`src/hw/rtl/evh_pkg.sv`:
```
package evh_pkg;

	localparam int MAX_FRAME_SAMPLES = 4096;
	localparam int SAMPLE_CAP = (MAX_FRAME_SAMPLES < 8191) ? MAX_FRAME_SAMPLES : 8191;

	localparam int SAMPLE_W = 16;
	localparam int MAG_W    = SAMPLE_W + 1;
	localparam int PROD_W   = 2 * MAG_W;
	localparam int SQ_W     = 2 * SAMPLE_W - 1;
	localparam int SUM_W    = 43;
	localparam int CNT_W    = 13;
	localparam int CROSS_W  = 12;
	localparam int RUN_W    = 10;
	localparam int TOTAL_W  = 32;
	localparam int THR_W    = 16;
	localparam int THR_SQ_W = 2 * THR_W;
	localparam int LIM_W    = THR_SQ_W + CNT_W;
	localparam int IDX_W    = 2;
	localparam int DATA_W   = 16;

	localparam logic [SUM_W-1:0]   SUM_MAX   = '1;
	localparam logic [CROSS_W-1:0] CROSS_MAX = '1;
	localparam logic [RUN_W-1:0]   RUN_MAX   = '1;
	localparam logic [TOTAL_W-1:0] TOTAL_MAX = '1;
	localparam logic [CNT_W-1:0]   CNT_CAP   = CNT_W'(SAMPLE_CAP);

	localparam int FIFO_DEPTH = 4;
	localparam int FIFO_AW    = $clog2(FIFO_DEPTH);

	localparam logic [IDX_W-1:0] REG_THRESHOLD   = 2'd0;
	localparam logic [IDX_W-1:0] REG_MIN_SPEECH  = 2'd1;
	localparam logic [IDX_W-1:0] REG_MIN_SILENCE = 2'd2;

	typedef struct packed {
		logic [THR_W-1:0] threshold;
		logic [RUN_W-1:0] min_speech;
		logic [RUN_W-1:0] min_silence;
	} evh_cfg_t;

	typedef struct packed {
		logic               is_clear;
		logic [SUM_W-1:0]   sum;
		logic [CNT_W-1:0]   count;
		logic [CROSS_W-1:0] crossings;
	} evh_entry_t;

	typedef enum logic [1:0] {
		B_IDLE,
		B_MUL,
		B_DECIDE
	} evh_bstate_t;

endpackage

```
`src/hw/rtl/evh_if.sv`:
```
interface evh_in_if;
	logic                          valid;
	logic                          ready;
	logic                          action;
	logic signed [evh_pkg::SAMPLE_W-1:0] sample;
	logic                          last_in_frame;

	modport source (output valid, action, sample, last_in_frame, input ready);
	modport sink (input valid, action, sample, last_in_frame, output ready);
endinterface

interface evh_out_if;
	logic                          valid;
	logic                          ready;
	logic                          speech_active;
	logic                          frame_energetic;
	logic [evh_pkg::SUM_W-1:0]     frame_sum_squares;
	logic [evh_pkg::CNT_W-1:0]     frame_samples;
	logic [evh_pkg::CROSS_W-1:0]   frame_zero_crossings;
	logic [evh_pkg::TOTAL_W-1:0]   frame_total;
	logic [evh_pkg::TOTAL_W-1:0]   speech_total;

	modport source (output valid, speech_active, frame_energetic, frame_sum_squares,
		frame_samples, frame_zero_crossings, frame_total, speech_total,
		input ready);
	modport sink (input valid, speech_active, frame_energetic, frame_sum_squares,
		frame_samples, frame_zero_crossings, frame_total, speech_total,
		output ready);
endinterface

interface evh_cfg_if;
	logic                        valid;
	logic                        ready;
	logic [evh_pkg::IDX_W-1:0]   index;
	logic [evh_pkg::DATA_W-1:0]  data;

	modport source (output valid, index, data, input ready);
	modport sink (input valid, index, data, output ready);
endinterface

```
`src/hw/rtl/energy_vad_hysteresis.sv`:
```
// Energy voice activity detector with hangover. Signed Q15 samples enter one per clock unless the
// front stalls; a frame ends on a sample marked last_in_frame, and that sample yields one result
// word with the hysteresis speech state, the raw energy decision, the frame's saturating sum of
// squares, sample and crossing counts, and running totals. A clear word resets frame, run and
// total state but not the configuration, and yields no result. The front squares and accumulates
// each sample at one word per cycle, stalling when a frame end or clear meets a full queue; frame
// records pass through a four-entry queue to the back, which forms threshold squared times sample
// count, then makes the compare and state update once the output is free; a clear is taken as it
// is popped. A run of short frames fills the queue and throttles input. Configuration writes are
// always accepted and should be made with the block idle; a new threshold is squared in a register.
module energy_vad_hysteresis (
	input  logic clk,
	input  logic arst_n,
	evh_in_if.sink    samples,
	evh_out_if.source results,
	evh_cfg_if.sink   cfg
);

	evh_pkg::evh_cfg_t   cfg_q;
	evh_pkg::evh_entry_t push_entry;
	evh_pkg::evh_entry_t pop_entry;
	logic                push;
	logic                pop;
	logic                full;
	logic                empty;

	assign cfg.ready = 1'b1;

	always_ff @(posedge clk or negedge arst_n) begin
		if (!arst_n) begin
			cfg_q.threshold   <= '0;
			cfg_q.min_speech  <= evh_pkg::RUN_W'(1);
			cfg_q.min_silence <= evh_pkg::RUN_W'(1);
		end else if (cfg.valid) begin
			unique case (cfg.index)
				evh_pkg::REG_THRESHOLD:   cfg_q.threshold   <= cfg.data;
				evh_pkg::REG_MIN_SPEECH:  cfg_q.min_speech  <= cfg.data[evh_pkg::RUN_W-1:0];
				evh_pkg::REG_MIN_SILENCE: cfg_q.min_silence <= cfg.data[evh_pkg::RUN_W-1:0];
				default: ;
			endcase
		end
	end

	evh_front u_front (
		.clk        (clk),
		.arst_n     (arst_n),
		.samples    (samples),
		.push       (push),
		.push_entry (push_entry),
		.full       (full)
	);

	evh_fifo u_fifo (
		.clk        (clk),
		.arst_n     (arst_n),
		.push       (push),
		.push_entry (push_entry),
		.pop        (pop),
		.pop_entry  (pop_entry),
		.full       (full),
		.empty      (empty)
	);

	evh_back u_back (
		.clk       (clk),
		.arst_n    (arst_n),
		.cfg       (cfg_q),
		.empty     (empty),
		.pop_entry (pop_entry),
		.pop       (pop),
		.results   (results)
	);

endmodule

```
`src/hw/rtl/evh_fifo.sv`:
```
module evh_fifo (
	input  logic                clk,
	input  logic                arst_n,
	input  logic                push,
	input  evh_pkg::evh_entry_t push_entry,
	input  logic                pop,
	output evh_pkg::evh_entry_t pop_entry,
	output logic                full,
	output logic                empty
);

	evh_pkg::evh_entry_t mem [evh_pkg::FIFO_DEPTH];
	logic [evh_pkg::FIFO_AW-1:0] wr_ptr_q;
	logic [evh_pkg::FIFO_AW-1:0] rd_ptr_q;
	logic [evh_pkg::FIFO_AW:0]   count_q;

	assign full      = (count_q == (evh_pkg::FIFO_AW+1)'(evh_pkg::FIFO_DEPTH));
	assign empty     = (count_q == '0);
	assign pop_entry = mem[rd_ptr_q];

	always_ff @(posedge clk) begin
		if (push) begin
			mem[wr_ptr_q] <= push_entry;
		end
	end

	always_ff @(posedge clk or negedge arst_n) begin
		if (!arst_n) begin
			wr_ptr_q <= '0;
			rd_ptr_q <= '0;
			count_q  <= '0;
		end else begin
			if (push) begin
				wr_ptr_q <= wr_ptr_q + 1'b1;
			end
			if (pop) begin
				rd_ptr_q <= rd_ptr_q + 1'b1;
			end
			if (push && !pop) begin
				count_q <= count_q + 1'b1;
			end else if (pop && !push) begin
				count_q <= count_q - 1'b1;
			end
		end
	end

	a_no_overflow: assert property (@(posedge clk) disable iff (!arst_n) push |-> !full)
		else $error("Entry written into a full queue.");
	a_no_underflow: assert property (@(posedge clk) disable iff (!arst_n) pop |-> !empty)
		else $error("Entry taken from an empty queue.");
	a_count_bound: assert property (@(posedge clk) disable iff (!arst_n)
		count_q <= (evh_pkg::FIFO_AW+1)'(evh_pkg::FIFO_DEPTH))
		else $error("Queue fill count beyond its depth.");
	a_ptr_track: assert property (@(posedge clk) disable iff (!arst_n)
		(push && !pop) |=> (count_q == $past(count_q) + 1'b1))
		else $error("Queue fill count did not follow a write.");

endmodule

```
`src/hw/rtl/evh_front.sv`:
```
module evh_front (
	input  logic                clk,
	input  logic                arst_n,
	evh_in_if.sink              samples,
	output logic                push,
	output evh_pkg::evh_entry_t push_entry,
	input  logic                full
);

	logic                          valid_s1;
	logic                          clear_s1;
	logic                          neg_s1;
	logic                          last_s1;
	logic [evh_pkg::SQ_W-1:0]      sq_s1;

	logic [evh_pkg::CNT_W-1:0]     count_q;
	logic [evh_pkg::SUM_W-1:0]     sum_q;
	logic                          prev_neg_q;
	logic [evh_pkg::CROSS_W-1:0]   cross_q;

	logic                          adv;
	logic                          accept;
	logic                          in_neg;
	logic [evh_pkg::MAG_W-1:0]     in_mag;
	logic [evh_pkg::PROD_W-1:0]    in_prod;
	logic                          step_cross;
	logic [evh_pkg::CROSS_W-1:0]   cross_nx;
	logic [evh_pkg::SUM_W:0]       sum_wide;
	logic [evh_pkg::SUM_W-1:0]     sum_nx;
	logic [evh_pkg::CNT_W-1:0]     count_nx;

	assign adv           = valid_s1 && !((clear_s1 || last_s1) && full);
	assign samples.ready = !valid_s1 || adv;
	assign accept        = samples.valid && samples.ready;

	assign in_neg  = samples.sample[evh_pkg::SAMPLE_W-1];
	assign in_mag  = in_neg ? (evh_pkg::MAG_W'(1) << evh_pkg::SAMPLE_W) - {1'b0, samples.sample}
		: {1'b0, samples.sample};
	assign in_prod = in_mag * in_mag;

	assign step_cross = (count_q != '0) && (neg_s1 != prev_neg_q) && (cross_q != evh_pkg::CROSS_MAX);
	assign cross_nx   = cross_q + evh_pkg::CROSS_W'(step_cross);
	assign sum_wide   = {1'b0, sum_q} + (evh_pkg::SUM_W+1)'(sq_s1);
	assign sum_nx     = sum_wide[evh_pkg::SUM_W] ? evh_pkg::SUM_MAX : sum_wide[evh_pkg::SUM_W-1:0];
	assign count_nx   = (count_q < evh_pkg::CNT_CAP) ? count_q + 1'b1 : count_q;

	assign push                 = adv && (clear_s1 || last_s1);
	assign push_entry.is_clear  = clear_s1;
	assign push_entry.sum       = sum_nx;
	assign push_entry.count     = count_nx;
	assign push_entry.crossings = cross_nx;

	always_ff @(posedge clk) begin
		if (accept) begin
			clear_s1 <= samples.action;
			neg_s1   <= in_neg;
			last_s1  <= samples.last_in_frame;
			sq_s1    <= in_prod[evh_pkg::SQ_W-1:0];
		end
	end

	always_ff @(posedge clk or negedge arst_n) begin
		if (!arst_n) begin
			valid_s1   <= 1'b0;
			count_q    <= '0;
			sum_q      <= '0;
			prev_neg_q <= 1'b0;
			cross_q    <= '0;
		end else begin
			if (accept) begin
				valid_s1 <= 1'b1;
			end else if (adv) begin
				valid_s1 <= 1'b0;
			end
			if (adv) begin
				if (clear_s1 || last_s1) begin
					count_q    <= '0;
					sum_q      <= '0;
					prev_neg_q <= 1'b0;
					cross_q    <= '0;
				end else begin
					count_q    <= count_nx;
					sum_q      <= sum_nx;
					prev_neg_q <= neg_s1;
					cross_q    <= cross_nx;
				end
			end
		end
	end

endmodule

```
`src/hw/rtl/evh_back.sv`:
```
module evh_back (
	input  logic                clk,
	input  logic                arst_n,
	input  evh_pkg::evh_cfg_t   cfg,
	input  logic                empty,
	input  evh_pkg::evh_entry_t pop_entry,
	output logic                pop,
	evh_out_if.source           results
);

	evh_pkg::evh_bstate_t          state_q;
	evh_pkg::evh_bstate_t          state_nx;
	evh_pkg::evh_entry_t           ent_q;
	logic [evh_pkg::THR_SQ_W-1:0]  thr_sq_q;
	logic [evh_pkg::LIM_W-1:0]     limit_q;
	logic [evh_pkg::RUN_W-1:0]     speech_run_q;
	logic [evh_pkg::RUN_W-1:0]     silence_run_q;
	logic                          speech_q;
	logic [evh_pkg::TOTAL_W-1:0]   frames_q;
	logic [evh_pkg::TOTAL_W-1:0]   speech_tot_q;
	logic                          out_valid_q;

	logic                          load;
	logic                          energetic;
	logic [evh_pkg::RUN_W-1:0]     speech_run_nx;
	logic [evh_pkg::RUN_W-1:0]     silence_run_nx;
	logic                          speech_nx;
	logic [evh_pkg::TOTAL_W-1:0]   frames_nx;
	logic [evh_pkg::TOTAL_W-1:0]   speech_tot_nx;

	always_comb begin
		state_nx = state_q;
		unique case (state_q)
			evh_pkg::B_IDLE: begin
				if (!empty && !pop_entry.is_clear) begin
					state_nx = evh_pkg::B_MUL;
				end
			end
			evh_pkg::B_MUL: begin
				state_nx = evh_pkg::B_DECIDE;
			end
			evh_pkg::B_DECIDE: begin
				if (!out_valid_q || results.ready) begin
					state_nx = evh_pkg::B_IDLE;
				end
			end
			default: state_nx = evh_pkg::B_IDLE;
		endcase
	end

	always_comb begin
		pop  = 1'b0;
		load = 1'b0;
		unique case (state_q)
			evh_pkg::B_IDLE:   pop  = !empty;
			evh_pkg::B_MUL:    ;
			evh_pkg::B_DECIDE: load = !out_valid_q || results.ready;
			default:           ;
		endcase
	end

	always_comb begin
		energetic = evh_pkg::LIM_W'(ent_q.sum) > limit_q;
		if (energetic) begin
			speech_run_nx  = (speech_run_q != evh_pkg::RUN_MAX) ? speech_run_q + 1'b1 : speech_run_q;
			silence_run_nx = '0;
			speech_nx      = (speech_run_nx >= cfg.min_speech) ? 1'b1 : speech_q;
		end else begin
			silence_run_nx = (silence_run_q != evh_pkg::RUN_MAX) ? silence_run_q + 1'b1
				: silence_run_q;
			speech_run_nx  = '0;
			speech_nx      = (silence_run_nx >= cfg.min_silence) ? 1'b0 : speech_q;
		end
		frames_nx     = (frames_q != evh_pkg::TOTAL_MAX) ? frames_q + 1'b1 : frames_q;
		speech_tot_nx = (speech_nx && speech_tot_q != evh_pkg::TOTAL_MAX)
			? speech_tot_q + 1'b1 : speech_tot_q;
	end

	assign results.valid = out_valid_q;

	always_ff @(posedge clk) begin
		if (pop) begin
			ent_q <= pop_entry;
		end
		if (state_q == evh_pkg::B_MUL) begin
			limit_q <= thr_sq_q * ent_q.count;
		end
		if (load) begin
			results.speech_active        <= speech_nx;
			results.frame_energetic      <= energetic;
			results.frame_sum_squares    <= ent_q.sum;
			results.frame_samples        <= ent_q.count;
			results.frame_zero_crossings <= ent_q.crossings;
			results.frame_total          <= frames_nx;
			results.speech_total         <= speech_tot_nx;
		end
	end

	always_ff @(posedge clk or negedge arst_n) begin
		if (!arst_n) begin
			state_q       <= evh_pkg::B_IDLE;
			thr_sq_q      <= '0;
			speech_run_q  <= '0;
			silence_run_q <= '0;
			speech_q      <= 1'b0;
			frames_q      <= '0;
			speech_tot_q  <= '0;
			out_valid_q   <= 1'b0;
		end else begin
			state_q  <= state_nx;
			thr_sq_q <= cfg.threshold * cfg.threshold;
			if (pop && pop_entry.is_clear) begin
				speech_run_q  <= '0;
				silence_run_q <= '0;
				speech_q      <= 1'b0;
				frames_q      <= '0;
				speech_tot_q  <= '0;
			end else if (load) begin
				speech_run_q  <= speech_run_nx;
				silence_run_q <= silence_run_nx;
				speech_q      <= speech_nx;
				frames_q      <= frames_nx;
				speech_tot_q  <= speech_tot_nx;
			end
			if (load) begin
				out_valid_q <= 1'b1;
			end else if (results.ready) begin
				out_valid_q <= 1'b0;
			end
		end
	end

endmodule
```
`src/flat_wrapper.sv`:
```
// flat-port wrapper written by rule: the top's interface ports become plain ports
module energy_vad_hysteresis_flat 
  (clk, arst_n, samples_valid, samples_action, samples_sample, samples_last_in_frame, samples_ready, results_valid, results_speech_active, results_frame_energetic, results_frame_sum_squares, results_frame_samples, results_frame_zero_crossings, results_frame_total, results_speech_total, results_ready, cfg_valid, cfg_index, cfg_data, cfg_ready);
  evh_in_if samples_i ();
  evh_out_if results_i ();
  evh_cfg_if cfg_i ();
  input  logic clk;
  input  logic arst_n;
  input wire logic [$bits(samples_i.valid)-1:0] samples_valid;
  input wire logic [$bits(samples_i.action)-1:0] samples_action;
  input wire logic [$bits(samples_i.sample)-1:0] samples_sample;
  input wire logic [$bits(samples_i.last_in_frame)-1:0] samples_last_in_frame;
  output wire logic [$bits(samples_i.ready)-1:0] samples_ready;
  output wire logic [$bits(results_i.valid)-1:0] results_valid;
  output wire logic [$bits(results_i.speech_active)-1:0] results_speech_active;
  output wire logic [$bits(results_i.frame_energetic)-1:0] results_frame_energetic;
  output wire logic [$bits(results_i.frame_sum_squares)-1:0] results_frame_sum_squares;
  output wire logic [$bits(results_i.frame_samples)-1:0] results_frame_samples;
  output wire logic [$bits(results_i.frame_zero_crossings)-1:0] results_frame_zero_crossings;
  output wire logic [$bits(results_i.frame_total)-1:0] results_frame_total;
  output wire logic [$bits(results_i.speech_total)-1:0] results_speech_total;
  input wire logic [$bits(results_i.ready)-1:0] results_ready;
  input wire logic [$bits(cfg_i.valid)-1:0] cfg_valid;
  input wire logic [$bits(cfg_i.index)-1:0] cfg_index;
  input wire logic [$bits(cfg_i.data)-1:0] cfg_data;
  output wire logic [$bits(cfg_i.ready)-1:0] cfg_ready;
  assign samples_i.valid = samples_valid;
  assign samples_i.action = samples_action;
  assign samples_i.sample = samples_sample;
  assign samples_i.last_in_frame = samples_last_in_frame;
  assign samples_ready = samples_i.ready;
  assign results_valid = results_i.valid;
  assign results_speech_active = results_i.speech_active;
  assign results_frame_energetic = results_i.frame_energetic;
  assign results_frame_sum_squares = results_i.frame_sum_squares;
  assign results_frame_samples = results_i.frame_samples;
  assign results_frame_zero_crossings = results_i.frame_zero_crossings;
  assign results_frame_total = results_i.frame_total;
  assign results_speech_total = results_i.speech_total;
  assign results_i.ready = results_ready;
  assign cfg_i.valid = cfg_valid;
  assign cfg_i.index = cfg_index;
  assign cfg_i.data = cfg_data;
  assign cfg_ready = cfg_i.ready;
  energy_vad_hysteresis u_core (.clk(clk), .arst_n(arst_n), .samples(samples_i), .results(results_i), .cfg(cfg_i));
endmodule
```
`config.mk`:
```
export PLATFORM = sky130hd
export DESIGN_NAME = energy_vad_hysteresis_flat
export DESIGN_NICKNAME = d
export VERILOG_FILES = /design/src/hw/rtl/evh_pkg.sv /design/src/hw/rtl/evh_if.sv /design/src/hw/rtl/energy_vad_hysteresis.sv /design/src/hw/rtl/evh_fifo.sv /design/src/hw/rtl/evh_front.sv /design/src/hw/rtl/evh_back.sv /design/src/flat_wrapper.sv
export SDC_FILE = /design/constraint.sdc
export NUM_CORES = 2
export LEC_CHECK = 0
export BUFFER_PORTS_ARGS = -buffer_cell sky130_fd_sc_hd__buf_2
export CORE_ASPECT_RATIO = 1.25
export CORE_MARGIN = 3
export CORE_UTILIZATION = 52
export CTS_CLUSTER_SIZE = 30
export DETAILED_ROUTE_END_ITERATION = 12
export GPL_ROUTABILITY_DRIVEN = 0
export PLACE_DENSITY = 0.7
export SLEW_MARGIN = 20
export SYNTH_ARGS = -nofsm -noshare
export SYNTH_HDL_FRONTEND = slang
export SYNTH_HIERARCHICAL = 1
export SYNTH_SLANG_ARGS = --single-unit
```
`constraint.sdc`:
```
create_clock -name clk -period 8.95 [get_ports clk]
set_input_delay 1.79 -clock clk [delete_from_list [all_inputs] [get_ports clk]]
set_output_delay 1.79 -clock clk [all_outputs]
set_load 0.01 [all_outputs]
```
# Word-level counts from Yosys, hierarchy flattened
# Memories as Yosys holds them, arrays and structs flattened.
# Index checks and enable logic that the tools add are counted.
classes:
  reduce_logical: 33
  order_cmp: 4
  eq_ne: 13
  n_addsub: 12
  muxes: 39
  multipliers: 3
ops:
  columns: ["cell", "count"]
  rows:
  - ["$mux 32", 6]
  - ["$mux 43", 2]
  - ["$mux 10", 8]
  - ["$add 32x1->32 const B", 2]
  - ["$ne 32x32->1 const B", 2]
  - ["$gt 43x45->1", 1]
  - ["$mul 32x13->45", 1]
  - ["$add 43x31->44", 1]
  - ["$mul 16x16->32", 1]
  - ["$mul 17x17->31", 1]
  - ["$mux 13", 2]
  - ["$add 10x1->10 const B", 2]
  - ["$ge 10x10->1", 2]
  - ["$ne 10x10->1 const B", 2]
  - ["$mux 17", 1]
  - ["$sub 17x16->17 const A", 1]
  - ["$mux 1", 14]
  - ["$add 13x1->13 const B", 1]
  - ["$lt 13x13->1 const B", 1]
  - ["$reduce_bool 13->1", 1]
  - ["$add 12x1->12", 1]
  - ["$mux 12", 1]
  - ["$ne 12x12->1 const B", 1]
  - ["$logic_and 1x1->1", 11]
  - ["17 further kinds", 38]
word_totals:
  memories: 1
  ff_bits: 514
  mem_bits_rw: 276
mem_list:
  columns: ["memory", "words", "word_bits", "read_ports", "rd_clocked_by_memory_dff", "wr", "line_no", "text"]
  rows:
  - ["u_core.u_fifo.mem", 4, 69, 1, 0, 1, "evh_fifo.sv:12", "evh_pkg::evh_entry_t mem [evh_pkg::FIFO_DEPTH];"]

# Logic depth before layout (Yosys ltp)
depth:
  word_depth: 9
  depth_mapped: 31
  depth_no_buf: 29

# By module
# Netlist, hierarchy kept.
by_module_without_submodules:
  columns: ["module", "area_each_um2", "seq_area_each_um2", "cells_each", "instances"]
  rows:
  - ["evh_back", 35300.1, 10395.0, 3426, 1]
  - ["evh_front", 14229.9, 2742.6, 1573, 1]
  - ["evh_fifo", 10426.2, 8463.1, 395, 1]
  - ["energy_vad_hysteresis", 1378.8, 903.4, 80, 1]

# Least setup slack after synthesis
# OpenSTA, ideal clock, no wires.
synth_timing:
  path_kind: "input-to-reg"
  start: "input samples_sample[0]"
  end: "register u_core/u_front/sq_s1[29] in the netlist's numbering, data pin"
  setup_slack_ns: -0.917
  required_ns: 8.688
  arrival_time_ns: 9.605
  setup_time_ns: 0.262
  cell_stages: 28
  path_cell_list: "buf_2 -> inv_2 -> ha_1 -> or3b_2 -> or3_1 -> o31ai_1 -> xor2_1 -> inv_1 -> clkbuf_1 -> nand2_1 -> fa_1 -> inv_1 -> fa_1 -> fa_1 -> fa_1 -> fa_1 -> inv_1 -> fa_1 -> inv_1 -> ha_1 -> a21o_1 -> a21oi_1 -> nor2_1 -> or4b_2 -> o2111a_1 -> a2111oi_0 -> a21oi_1 -> xor2_1"
synth_via:
  elab_chain_len: 3
synth_lines:
  columns: ["item", "line_no", "text"]
  rows:
  - ["start: declaration", "flat_wrapper.sv:11", "input wire logic [$bits(samples_i.sample)-1:0] samples_sample;"]
  - ["$sub 17x16->17", "evh_front.sv:37", "assign in_mag = in_neg ? (evh_pkg::MAG_W'(1) << evh_pkg::SAMPLE_W) - {1'b0, samples.sample}"]
  - ["$mux 17 *", "evh_front.sv:37", null]
  - ["$mul 17x17->31 *", "evh_front.sv:39", "assign in_prod = in_mag * in_mag;"]
  - ["via u_core.u_front.in_prod (one bit)", "evh_front.sv:25", "logic [evh_pkg::PROD_W-1:0] in_prod;"]
  - ["end signal: assignment", "evh_front.sv:58", "sq_s1 <= in_prod[evh_pkg::SQ_W-1:0];"]
  - ["end: declaration", "evh_front.sv:14", "logic [evh_pkg::SQ_W-1:0] sq_s1;"]
# Mark *: on every way through the listed nets, which the timed path passes. The rest lies on a longest branch.
# A chain may end at the register's enable or synchronous reset.

# Final worst setup path
layout_timing:
  start: "input samples_sample[4]"
  end: "register u_core/u_front/sq_s1[29] in the netlist's numbering, data pin"
# Same word-level chain as after synthesis.

==> metrics.md <==
| Metric | Value |
|---|---|
| Result of the run | `finished clean` |
| Worst setup slack before clock tree synthesis | `-0.2927 ns` |
| GRT overflow | `0` |
| Buffers & Inverters on Critical Path | `5` |
| Minimum setup slack among reg-to-reg paths | `1.50 ns` |
| Number of clock buffers inserted by TritonCTS | `79` |
| Critical path's slowest cell | `or4_4` |
| Instance count of the mapped netlist | `5,474` |
| Sum of net half-perimeters after detailed placement | `106,100 um` |
| Die outline width | `313.2 um` |
| Number of placed I/O pins | `178` |
| Shortest clock period the worst path allows after layout | `8.578 ns` |
| Worst Max-Slew Pin Slew | `1.250 ns` |
| Worst hold path depth | `0` |
| Antenna violations before repair | `4` |
| Number of violations of the max-capacitance limit | `0` |
| Remaining DRCs | `0` |
| Resized Gates After CTS | `0` |
| Synth top area share | `27.22%` |
| Total detailed-routing wirelength | `141,500 um` |
| Via count of the first global-routing pass | `42,264` |
| Worst hold slack after final layout | `0.4244 ns` |
| Fraction of the cycle the final worst path needs | `95.85%` |
| Post-layout util | `57.87%` |
| Worst hold path class | `reg2reg` |
| DR pass1 iterations | `5` |
| Data required time of the critical path | `9.34 ns` |
| Most repeated library cell on the critical path | `fa_1` |
| Max stage delay on crit path | `0.57 ns` |
| Vias post-DR | `40,054` |
| Slew headroom | `15.90%` |
| Final max-slew violation count | `0` |
| Number of cells on the worst reg-to-reg path | `22` |
| Final setup violating endpoints | `0` |
| # fillers | `9,659` |
| Worst r2r dst | `u_core/u_back/limit_q[44]` |
| Post-synthesis to final-layout area growth | `10.23%` |
| Cell area after synthesis | `0.06134 mm2` |
| Fraction of layout instances using a drive strength above 1 | `11.26%` |
| Maximum number of pins on one net before global-route repair | `142` |
| Clk Latency, worst-skew pair | `0.71 ns` |
| Deepest clock path buffer count | `3` |
| TritonCTS clock tree | `built` |
| Number of enable flip-flop cells after synthesis | `556` |
| Area of the die | `0.1221 mm2` |
| Syn Area/Cell | `11.20 um2` |
| Avg WL per Cell | `19.29 um` |
| Number of cell rows | `140` |
| Syn. warnings | `6` |
| Final Hold Viols | `0` |
| Worst Setup Path Type | `in2reg` |
| Number of sinks driven by the clock tree | `788` |
| Cell with the most instances after synthesis | `inv_1` |
| Unrepaired setup endpoints after global routing | `no` |
| Crit path max-delay family | `adder cells` |
| FFs w/ async S/R, synth | `29.44%` |
| F_max | `116.6 MHz` |
| Depth of the CTS H-tree | `3` |
| Top area cells in the synthesized netlist | `edfxtp_1, fa_1, dfrtp_1, ha_1, inv_1` |
| Worst endpoint data arrival time | `8.96 ns` |
| Wire length of the first global-routing pass | `229,700 um` |
| Post-Route Skew | `0.07787 ns` |
| Largest fanout of any net on the critical path | `6` |
| Most frequent cells after synthesis | `inv_1, fa_1, edfxtp_1, nand2_1, ha_1` |
| Nature of the critical path endpoint | `flop` |
| Worst min-delay path endpoint | `u_core/u_back/results.frame_zero_crossings[2]` |
| Number of unique standard cell types used by synthesis | `100` |
| Diodes inserted | `0` |
| Post-CTS setup buffer count | `0` |
| Tot GR Track Use | `23.74%` |
| Clk pin slew, worst setup/hold paths | `0.06 ns` |
| Height of the die | `390.0 um` |
| Port Buffer Count | `176` |
| Core box area | `0.1168 mm2` |
| Launching point of the worst reg2reg path | `u_core/u_back/ent_q[15]` |
| Clock root cell | `clkbuf_16` |
| CTS Hold Bufs | `0` |
| Crit start category | `input pin` |
| Initial DRC Count | `2,603` |
| Minimum setup slack in the final design | `0.3717 ns` |
| Initial Utilization | `52.50%` |
| Hold Startpoint | `u_core/u_back/ent_q[2]` |
| Total Nets Final | `6,815` |
| Post-synth top area cell | `edfxtp_1` |
| Register area share after synthesis | `36.69%` |
| Predominant post-synthesis flop cell | `edfxtp_1` |
| Routed via count divided by cell count | `5.462` |
| Number of antenna-violating nets in the routed design | `0` |
| Synthesized flop and latch total | `788` |
[logic make-up after synthesis]
group / count (synthesis) / share of synthesized area, %
AOI/OAI and AO/OA: 699 / 7.758
xor gates and xnor gates: 252 / 3.598
adders and majority gates: 1070 / 30.14
buffers and inverters: 1221 / 7.807
DFF: 788 / 36.69
muxes: 114 / 3.360
other: 4 / 0.02447
and+or+nand+nor: 1326 / 10.62
[per-layer routing]
| metal | track usage, % | up-vias | wire (um) |
|---|---|---|---|
| met4 | 8.046 | 0 | 4735 |
| met2 | 41.80 | 1032 | 72700 |
| li1 | - | 18367 | - |
| met5 | 0 | - | 0 |
| met3 | 4.007 | 283 | 7674 |
| met1 | 29.70 | 20372 | 56370 |
[sequential cells by signal, indices dropped and copies added, names as in the netlist, 2 cells and up]
name and flops:
u_core/u_back/thr_sq_q 31, u_core/u_back/speech_run_q 10, u_core/u_front/cross_q 12, u_core/u_fifo/mem 276, u_core/u_back/limit_q 45, u_core/u_back/silence_run_q 10, u_core/u_back/speech_tot_q 32, u_core/u_front/sq_s1 30
u_core/u_back/results.frame_zero_crossings 12, u_core/cfg_q 36, u_core/u_fifo/wr_ptr_q 2, u_core/u_back/results.frame_samples 13, u_core/u_fifo/rd_ptr_q 2, u_core/u_fifo/count_q 3, u_core/u_back/results.frame_total 32, u_core/u_back/results.speech_total 32
u_core/u_back/ent_q 68, u_core/u_back/results.frame_sum_squares 43, u_core/u_front/count_q 13, u_core/u_back/state_q 2, u_core/u_back/frames_q 32, u_core/u_front/sum_q 43
[cell type report]
class / instances / area, um2 / area share (%)
clock buffers: 102 / 2153 / 3.185
clock inverters: 46 / 773.2 / 1.144
inverters: 1017 / 3832 / 5.668
multi-input cells: 3502 / 34400 / 50.88
flip-flops and latches: 788 / 22510 / 33.29
well taps: 1562 / 1954 / 2.891
repair buffers: 316 / 1992 / 2.946
[stage by stage]
stage	instance area (um2)	TNS (ns)	instances
after floorplan	61680	0	5511
final	67610	0	7333
after global routing	67610	0	7333
after detailed placement	64690	-1.736	7185
after global placement	64690	-0.6403	7185
after CTS	67610	0	7333
[cells in the final DEF, fill, tap and decap left out, types with 44 or more instances in the layout]
cell type / synthesis / final
o21ai_0: 133 / 133
a22o_1: 68 / 68
nand2_1: 545 / 541
a21oi_1: 140 / 138
mux4_2: 68 / 68
fa_1: 679 / 675
edfxtp_1: 556 / 556
inv_1: 1013 / 1009
and2_1: 280 / 275
a31oi_1: 44 / 44
clkbuf_16: 0 / 79
dfrtp_1: 230 / 228
nor2_1: 173 / 173
buf_4: 6 / 136
a21o_1: 92 / 92
buf_2: 16 / 175
xnor2_1: 172 / 172
nand3_1: 79 / 79
ha_1: 391 / 387
xor2_1: 80 / 78
[worst max-delay path by stage]
stage	depth (start not counted)	start	to
2_1_floorplan	28	samples_sample[0]	u_core/u_front/sq_s1[29]
3_3_place_gp	25	samples_sample[1]	u_core/u_front/sq_s1[29]
4_1_cts	25	samples_sample[4]	u_core/u_front/sq_s1[29]
6_report	25	samples_sample[4]	u_core/u_front/sq_s1[29]
5_1_grt	27	samples_sample[1]	u_core/u_front/sq_s1[29]
3_5_place_dp	25	samples_sample[4]	u_core/u_front/sq_s1[29]
Power is not shown: default switching activity piles up to over one toggle a cycle in this logic, so the estimate is an artifact.
